===== src/hw/rtl/tcpcs_pkg.sv =====
// Types, constants and codes of the TCP pseudo-header checksum core.
package tcpcs_pkg;

	localparam int unsigned WORD_W = 16;
	localparam int unsigned ADDR_W = 32;
	localparam int unsigned BC_W   = 2;

	localparam logic [WORD_W-1:0] PSEUDO_PROTOCOL = 16'h0006;
	localparam logic [WORD_W-1:0] LENGTH_MAX      = 16'hffff;

	// Byte count codes of one request word.
	localparam logic [BC_W-1:0] BC_NONE     = 2'd0;
	localparam logic [BC_W-1:0] BC_HIGH     = 2'd1;
	localparam logic [BC_W-1:0] BC_FULL     = 2'd2;
	localparam logic [BC_W-1:0] BC_FULL_ALT = 2'd3;

	typedef struct packed {
		logic [WORD_W-1:0] data_word;
		logic [BC_W-1:0]   byte_count;
		logic              last;
		logic [ADDR_W-1:0] src_addr;
		logic [ADDR_W-1:0] dst_addr;
	} tcpcs_in_t;

	typedef struct packed {
		logic [WORD_W-1:0] checksum_value;
		logic [WORD_W-1:0] segment_length;
		logic              length_overflow;
	} tcpcs_out_t;

	// Control from the handshake stage to the accumulator.
	typedef struct packed {
		logic step;
		logic last;
	} tcpcs_ctl_t;

endpackage


===== src/hw/rtl/tcp_pseudo_header_checksum_core.sv =====
// A last request passes the input stage and the result register before its result shows.
// Throughput: one request per cycle, set by the single accumulator add, except that
// a last request waits in the input stage only while the result register is full and stalled.
// Reset (arst_n low) clears the stage valid bits, the result valid and the running sum,
// byte count and overflow flag; payload registers are not reset.
// Non-last requests never produce a result.
module tcp_pseudo_header_checksum_core (
	input  logic                  clk,
	input  logic                  arst_n,
	input  logic                  in_valid,
	output logic                  in_ready,
	input  tcpcs_pkg::tcpcs_in_t  in_data,
	output logic                  out_valid,
	input  logic                  out_ready,
	output tcpcs_pkg::tcpcs_out_t out_data
);
	import tcpcs_pkg::*;

	// Input stage: one accepted request, held until the accumulator takes it.
	logic       valid_s1;
	tcpcs_in_t  item_s1;

	// Result register, which parts the accumulator from the output handshake.
	logic       out_valid_q;
	tcpcs_out_t out_data_q;

	logic       advance;
	tcpcs_ctl_t ctl;
	tcpcs_out_t res;

	// A non-last request only updates state and can always move on. A last request
	// needs the result register free, or freed by the consumer in this cycle.
	assign advance  = valid_s1 && (!item_s1.last || !out_valid_q || out_ready);
	assign in_ready = !valid_s1 || advance;

	assign ctl.step = advance;
	assign ctl.last = item_s1.last;

	tcpcs_accum u_accum (
		.clk    (clk),
		.arst_n (arst_n),
		.ctl    (ctl),
		.item   (item_s1),
		.res    (res)
	);

	always_ff @(posedge clk or negedge arst_n) begin
		if (!arst_n) begin
			valid_s1    <= 1'b0;
			out_valid_q <= 1'b0;
		end else begin
			if (in_ready) begin
				valid_s1 <= in_valid;
			end
			if (advance && item_s1.last) begin
				out_valid_q <= 1'b1;
			end else if (out_ready) begin
				out_valid_q <= 1'b0;
			end
		end
	end

	// Payload registers need no reset; their valid bits qualify them.
	always_ff @(posedge clk) begin
		if (in_ready && in_valid) begin
			item_s1 <= in_data;
		end
		if (advance && item_s1.last) begin
			out_data_q <= res;
		end
	end

	assign out_valid = out_valid_q;
	assign out_data  = out_data_q;

endmodule


===== src/hw/rtl/tcpcs_accum.sv =====
// Running ones'-complement sum, byte counter and pseudo-header finish.
module tcpcs_accum (
	input  logic                   clk,
	input  logic                   arst_n,
	input  tcpcs_pkg::tcpcs_ctl_t  ctl,
	input  tcpcs_pkg::tcpcs_in_t   item,
	output tcpcs_pkg::tcpcs_out_t  res
);
	import tcpcs_pkg::*;

	logic [WORD_W-1:0] sum_q;
	logic [WORD_W-1:0] bytes_q;
	logic              ovf_q;

	logic [1:0]        n_bytes;
	logic [WORD_W-1:0] word_m;
	logic [WORD_W:0]   add_raw;
	logic [WORD_W:0]   add_fold;
	logic [WORD_W-1:0] sum_nxt;
	logic [WORD_W:0]   total;
	logic [WORD_W-1:0] bytes_nxt;
	logic              ovf_nxt;
	logic [WORD_W+2:0] wide;
	logic [WORD_W:0]   fold1;
	logic [WORD_W:0]   fold2;

	always_comb begin
		case (item.byte_count) inside
			BC_NONE:              n_bytes = 2'd0;
			BC_HIGH:              n_bytes = 2'd1;
			BC_FULL, BC_FULL_ALT: n_bytes = 2'd2;
			default:              n_bytes = 2'd0;
		endcase
	end

	// A lone byte is padded with a zero low byte.
	assign word_m = (n_bytes == 2'd1) ? {item.data_word[15:8], 8'h00} : item.data_word;

	assign add_raw  = {1'b0, sum_q} + {1'b0, word_m};
	assign add_fold = {1'b0, add_raw[WORD_W-1:0]} + {{WORD_W{1'b0}}, add_raw[WORD_W]};
	assign total    = {1'b0, bytes_q} + {{(WORD_W-1){1'b0}}, n_bytes};

	always_comb begin
		if (n_bytes == 2'd0) begin
			sum_nxt   = sum_q;
			bytes_nxt = bytes_q;
			ovf_nxt   = ovf_q;
		end else begin
			sum_nxt = add_fold[WORD_W-1:0];
			if (total[WORD_W]) begin
				bytes_nxt = LENGTH_MAX;
				ovf_nxt   = 1'b1;
			end else begin
				bytes_nxt = total[WORD_W-1:0];
				ovf_nxt   = ovf_q;
			end
		end
	end

	// Seven 16-bit terms fit in 19 bits; two end-around folds bring it back to 16.
	assign wide = {3'b000, sum_nxt}
		+ {3'b000, item.src_addr[31:16]} + {3'b000, item.src_addr[15:0]}
		+ {3'b000, item.dst_addr[31:16]} + {3'b000, item.dst_addr[15:0]}
		+ {3'b000, PSEUDO_PROTOCOL} + {3'b000, bytes_nxt};
	assign fold1 = {1'b0, wide[WORD_W-1:0]} + {{(WORD_W-2){1'b0}}, wide[WORD_W+2:WORD_W]};
	assign fold2 = {1'b0, fold1[WORD_W-1:0]} + {{WORD_W{1'b0}}, fold1[WORD_W]};

	assign res.checksum_value  = ~fold2[WORD_W-1:0];
	assign res.segment_length  = bytes_nxt;
	assign res.length_overflow = ovf_nxt;

	always_ff @(posedge clk or negedge arst_n) begin
		if (!arst_n) begin
			sum_q   <= '0;
			bytes_q <= '0;
			ovf_q   <= 1'b0;
		end else if (ctl.step) begin
			if (ctl.last) begin
				sum_q   <= '0;
				bytes_q <= '0;
				ovf_q   <= 1'b0;
			end else begin
				sum_q   <= sum_nxt;
				bytes_q <= bytes_nxt;
				ovf_q   <= ovf_nxt;
			end
		end
	end

endmodule


===== config.mk =====
export PLATFORM = sky130hd
export DESIGN_NAME = tcp_pseudo_header_checksum_core
export DESIGN_NICKNAME = d
export VERILOG_FILES = /design/src/hw/rtl/tcpcs_pkg.sv /design/src/hw/rtl/tcp_pseudo_header_checksum_core.sv /design/src/hw/rtl/tcpcs_accum.sv
export SDC_FILE = /design/constraint.sdc
export NUM_CORES = 1
export LEC_CHECK = 0
export BUFFER_PORTS_ARGS = -buffer_cell sky130_fd_sc_hd__buf_2
export CAP_MARGIN = 5
export CORE_ASPECT_RATIO = 0.6
export CORE_MARGIN = 2
export CORE_UTILIZATION = 40
export CTS_CLUSTER_SIZE = 20
export DETAILED_ROUTE_END_ITERATION = 16
export SLEW_MARGIN = 25
export SYNTH_ARGS = -nofsm -noshare
export SYNTH_HDL_FRONTEND = slang
export SYNTH_SLANG_ARGS = --single-unit

===== constraint.sdc =====
create_clock -name clk -period 16.1 [get_ports clk]
set_input_delay 1.61 -clock clk [delete_from_list [all_inputs] [get_ports clk]]
set_output_delay 1.61 -clock clk [all_outputs]
set_load 0.005 [all_outputs]

==> flow_summary.ini, run 1 <==
[sta]
relSlewSlack_pct = 40.9
fin_setup_tns_ns = 0
hold_viol = 0
clock_skew_ns = 0.0109
tightestPinTransition_ns = 0.886
clock.fmax_ghz = 0.0726
drv_slew = 0
holdWs_ns = 0.487
fin_crit_ns = 13.77
final.period_utilization_pct = 85.5
rsz0062_at_grt = no
final-setup-viol-count = 0

[setup_path]
start_kind = flop
worstPathRequired_ns = 16.28
slowest_delay_ns = 0.54
crit_slowest_cell = fa_1
end_kind = flop
worstSetupPathType = flop to flop
worstPathArrival_ns = 13.96
path_max_fanout = 9

[yosys]
syn_inst = 944
yosysUniqueCellTypes = 79
synth.area.mux_share_pct = 0.110
synth.most_common_cell = edfxtp_1
post_synth_xor_area_fraction_pct = 6.81
async_flop_share_pct = 23.2
synth_adder_area_share_pct = 19.3
syn_nets = 1158
yosysTopAreaCell = edfxtp_1
synth_top_family_by_area = adder cells
yosysSeqAreaShare_pct = 42.4
ys.flop_type = edfxtp_1
ys_warn_count = 0
yosys-top-cells-count = edfxtp_1 (116), inv_1 (104), ha_1 (75), nand2_1 (66), a21oi_1 (58)
synth_compound_area_share_pct = 13.6
syn_area_per_cell_um2 = 10.9
yosys.area.top_type_share_pct = 33.9
synth-simple-area-share_pct = 13.0
synth.top_cells.by_area = edfxtp_1 (34%), fa_1 (10%), ha_1 (9.1%), dfrtp_1 (8.5%), xnor2_1 (4.7%)
synth-edff-count = 116
netlist_area_um2 = 10300
ys_ff_latch = 151

[layout]
syn_to_final_growth_pct = 15.1
final_nets = 1280
drive_gt1_share_pct = 18.0

[clock_network]
clock_path_buffers = 2
clk-insertion-delay-late_ns = 0.45
postCtsResizedCells = 0
cts_hold_buf = 0
cts_buffers = 17
cts_tree = built
clkSinkCount = 151
cts_root_buf = clkbuf_16
path_clk_slew_ns = 0.07
htree_levels = 4
cts_setup_buffers = 0

[floorplanning]
die_w_um = 211
core_area_um2 = 25300
die_h_um = 128
start_util_pct = 40.6
dieArea_um2 = 27000
io_pins = 122
rows = 45

[routing]
drt_iter0_drc = 766
routed_wl_mm = 26.0
ant_nets = 0
dr.pass1.iters = 5
drc_errors = 0
post_drt_wl_per_cell_um = 18.5
vias = 7496
viasPerCell = 5.32

[grt]
antenna_found_initial = 1
overflow = 0
grtUsageTotal_pct = 20.2
grt_max_degree = 51
grt_pass1_vias = 6916
grt_pass1_wl_mm = 40.3

[placement]
io_buffer_count = 121
place_congestion = 0.890
hpwl_mm = 20.2

[run_status]
outcome = finished clean

[job]
cap_violations = 0

[worst_hold_path]
hold_class = flop to flop
-- placed cells by master (no fill, tap or decap), types with 20 or more instances in the layout --
cell and instances:
buf_2 121, edfxtp_1 116, inv_1 104, ha_1 75, nand2_1 66, a21oi_1 58
xnor2_1 55, nor2_1 52, fa_1 52, dfrtp_1 35, o21ai_0 32, xor2_1 23
a21o_1 20, nand3_1 20
-- layer usage --
layer / global-route usage (%) / up-vias / wire (um)
met5: 0 / - / 0
met4: 5.22 / 0 / 293
met3: 6.17 / 23 / 2290
met2: 23.9 / 261 / 9350
met1: 33.6 / 3608 / 14100
li1: - / 3604 / -
-- kinds of logic (layout without fill, tap and decap cells) --
group | count (synthesis) | count (layout)
mux | 1 | 1
compound gates | 203 | 203
flops | 151 | 151
simple gates | 256 | 256
other cells | 0 | 1
xor+xnor | 79 | 79
buf+inv | 127 | 262
fa+ha+maj | 127 | 127
-- flip-flops by register name, indices dropped and copies added (netlist names) --
signal and cells:
out_data 33, ctl 1, item_s1 82, valid_s1 1
out_valid 1, u_accum.ovf_q 1, u_accum.bytes_q 16, u_accum.sum_q 16
-- through the flow --
stage          cell area, um2  utilization, %  setup WS (ns)  instances
3_3_place_gp            11200            44.4           2.98       1376
2_1_floorplan           10300               -           4.30        944
3_5_place_dp            11200            44.4           2.47       1376
4_1_cts                 11800            46.7           2.39       1408
5_1_grt                 11800            46.7           1.28       1408
6_report                11800            46.7           2.33       1409
-- worst paths after layout --
| path | cells past startpoint | slack (ns) | end | start |
|---|---|---|---|---|
| setup / recovery | 53 | 2.33 | out_data[32]$_DFFE_PP_ | item_s1[66]$_DFFE_PP_ |
| hold / removal | 2 | 0.49 | u_accum.ovf_q$_DFFE_PN0P_ | u_accum.ovf_q$_DFFE_PN0P_ |
| setup reg to reg | 53 | 2.33 | out_data[32]$_DFFE_PP_ | item_s1[66]$_DFFE_PP_ |
| hold reg to reg | 2 | 0.49 | u_accum.ovf_q$_DFFE_PN0P_ | u_accum.ovf_q$_DFFE_PN0P_ |
| max in group asynchronous | 1 | 14.25 | out_valid$_DFFE_PN0P_ | arst_n |
| min in group asynchronous | 1 | 1.28 | u_accum.sum_q[14]$_DFFE_PN0P_ | arst_n |
-- cell type report --
cell class	instances	area (um2)
fillers	2326	13500
multi-input cells	666	5430
flip-flops and latches	151	4360
repair buffers	126	643
clock buffers	18	429
well taps	329	412
inverters	104	390
clock inverters	14	156
diodes	1	2.50
-- worst max-delay path: cells and delay by family (launching register included) --
family	cells	cell delay (ns)
compound gates	21	5.10
xor+xnor	3	0.40
fa+ha+maj	11	4.17
buf+inv	3	0.23
flops	1	0.42
simple gates	15	3.19
Power of run 1 is left out: the tool's default activity adds up to more than one toggle a clock period on the data nets, which glitch-free logic cannot reach.
==> run 2: changes to the inputs <==
--- a/config.mk
+++ b/config.mk
@@ -9,7 +9,7 @@
 export CAP_MARGIN = 5
 export CORE_ASPECT_RATIO = 0.6
 export CORE_MARGIN = 2
-export CORE_UTILIZATION = 40
+export CORE_UTILIZATION = 45
 export CTS_CLUSTER_SIZE = 20
 export DETAILED_ROUTE_END_ITERATION = 16
 export SLEW_MARGIN = 25
==> flow_summary.ini, run 2 (synthesis gave the netlist of run 1 again) <==
[clock_network]
clk-insertion-delay-late_ns = 0.45
cts_buffers = 17
cts_tree = built
cts_setup_buffers = 0
postCtsResizedCells = 0
path_clk_slew_ns = 0.07
clock_path_buffers = 2
cts_root_buf = clkbuf_16
clkSinkCount = 151
htree_levels = 4
cts_hold_buf = 0

[sta]
drv_slew = 0
final.period_utilization_pct = 85.5
relSlewSlack_pct = 35.1
hold_viol = 0
fin_crit_ns = 13.77
final-setup-viol-count = 0
clock.fmax_ghz = 0.0726
fin_setup_tns_ns = 0
tightestPinTransition_ns = 0.966
holdWs_ns = 0.486
clock_skew_ns = 0.0154
rsz0062_at_grt = no

[setup_path]
worstPathArrival_ns = 13.94
reg2reg_from = item_s1[66]$_DFFE_PP_
r2r_end = out_data[32]$_DFFE_PP_
path_depth = 55
crit_slowest_cell = fa_1
end_kind = flop
worstPathRequired_ns = 16.27
worstSetupPathType = flop to flop
r2r_cells = 55
critical_path.most_common_cell = ha_1
start_kind = flop
worst-path-buf-inv = 5
crit_family = compound AO/OA/AOI/OAI gates
critical_path.startpoint = item_s1[66]$_DFFE_PP_
reg2reg_slack_ns = 2.33
critPathCapture = out_data[32]$_DFFE_PP_
slowest_delay_ns = 0.54
path_max_fanout = 11

[routing]
vias = 7437
routed_wl_mm = 25.5
viasPerCell = 5.37
drc_errors = 0
drt_iter0_drc = 592
post_drt_wl_per_cell_um = 18.4
ant_nets = 0
dr.pass1.iters = 5

[layout]
syn_to_final_growth_pct = 15.0
nFillCells = 1936
final_cell_mix = buf_2 (121), edfxtp_1 (116), inv_1 (104)
largest_register_ff_count = 82
drive_gt1_share_pct = 18.0
regMostFlops = item_s1
final_common_cell = buf_2
final_nets = 1279
diodes = 0

[worst_hold_path]
hold_class = flop to flop

[floorplanning]
start_util_pct = 46.2
die_w_um = 199
io_pins = 122
core_area_um2 = 22200
dieArea_um2 = 24100
rows = 42
die_h_um = 121

[grt]
antenna_found_initial = 0
grt_max_degree = 48
grt_pass1_vias = 6618
overflow = 0
grtUsageTotal_pct = 22.1
grt_pass1_wl_mm = 38.7

[run_status]
outcome = finished clean

[job]
cap_violations = 0

[placement]
hpwl_mm = 19.9
place_congestion = 0.962
io_buffer_count = 121
[run 2: final cells by class]
class,instances,area (um2),area share [%]
inverters,104,390,3.31
repair buffers,125,636,5.38
well taps,308,385,3.26
clock inverters,12,178,1.50
multi-input cells,666,5430,46.0
clock buffers,19,433,3.67
flip-flops and latches,151,4360,36.9
[run 2: worst min-delay path by stage]
stage,start,to,slack [ns],depth (start not counted)
after floorplan,u_accum.ovf_q$_DFFE_PN0P_,u_accum.ovf_q$_DFFE_PN0P_,0.45,2
after global placement,u_accum.ovf_q$_DFFE_PN0P_,u_accum.ovf_q$_DFFE_PN0P_,0.47,2
after detailed placement,u_accum.ovf_q$_DFFE_PN0P_,u_accum.ovf_q$_DFFE_PN0P_,0.48,2
after CTS,u_accum.ovf_q$_DFFE_PN0P_,u_accum.ovf_q$_DFFE_PN0P_,0.49,2
after global routing,u_accum.ovf_q$_DFFE_PN0P_,u_accum.ovf_q$_DFFE_PN0P_,0.52,2
final,u_accum.ovf_q$_DFFE_PN0P_,u_accum.ovf_q$_DFFE_PN0P_,0.49,2
[run 2: worst register-to-register path: cells and delay by family, from the launching register on]
| kind | cells | cell delay, ns |
|---|---|---|
| adders and majority gates | 12 | 4.13 |
| xor gates and xnor gates | 4 | 0.57 |
| buffers and inverters | 5 | 0.33 |
| and+or+nand+nor | 13 | 2.73 |
| AOI/OAI and AO/OA | 21 | 5.29 |
| DFF | 1 | 0.44 |
[run 2: per-layer routing]
layer | up-vias | wire length, um | track usage, %
li1 | 3603 | - | -
met1 | 3550 | 14100 | 38.3
met2 | 271 | 9010 | 25.1
met3 | 13 | 2170 | 6.31
met4 | 0 | 199 | 5.13
met5 | - | 0 | 0
[run 2: metrics by stage]
stage / worst slack, ns / area (um2) / util [%] / cells
floorplan: 4.30 / 10300 / - / 944
global placement: 3.01 / 11200 / 50.4 / 1354
detailed placement: 2.59 / 11200 / 50.4 / 1354
CTS: 2.54 / 11800 / 53.1 / 1385
global route: 1.29 / 11800 / 53.1 / 1385
finish: 2.33 / 11800 / 53.1 / 1385
Power of run 2 is left out for the same reason.
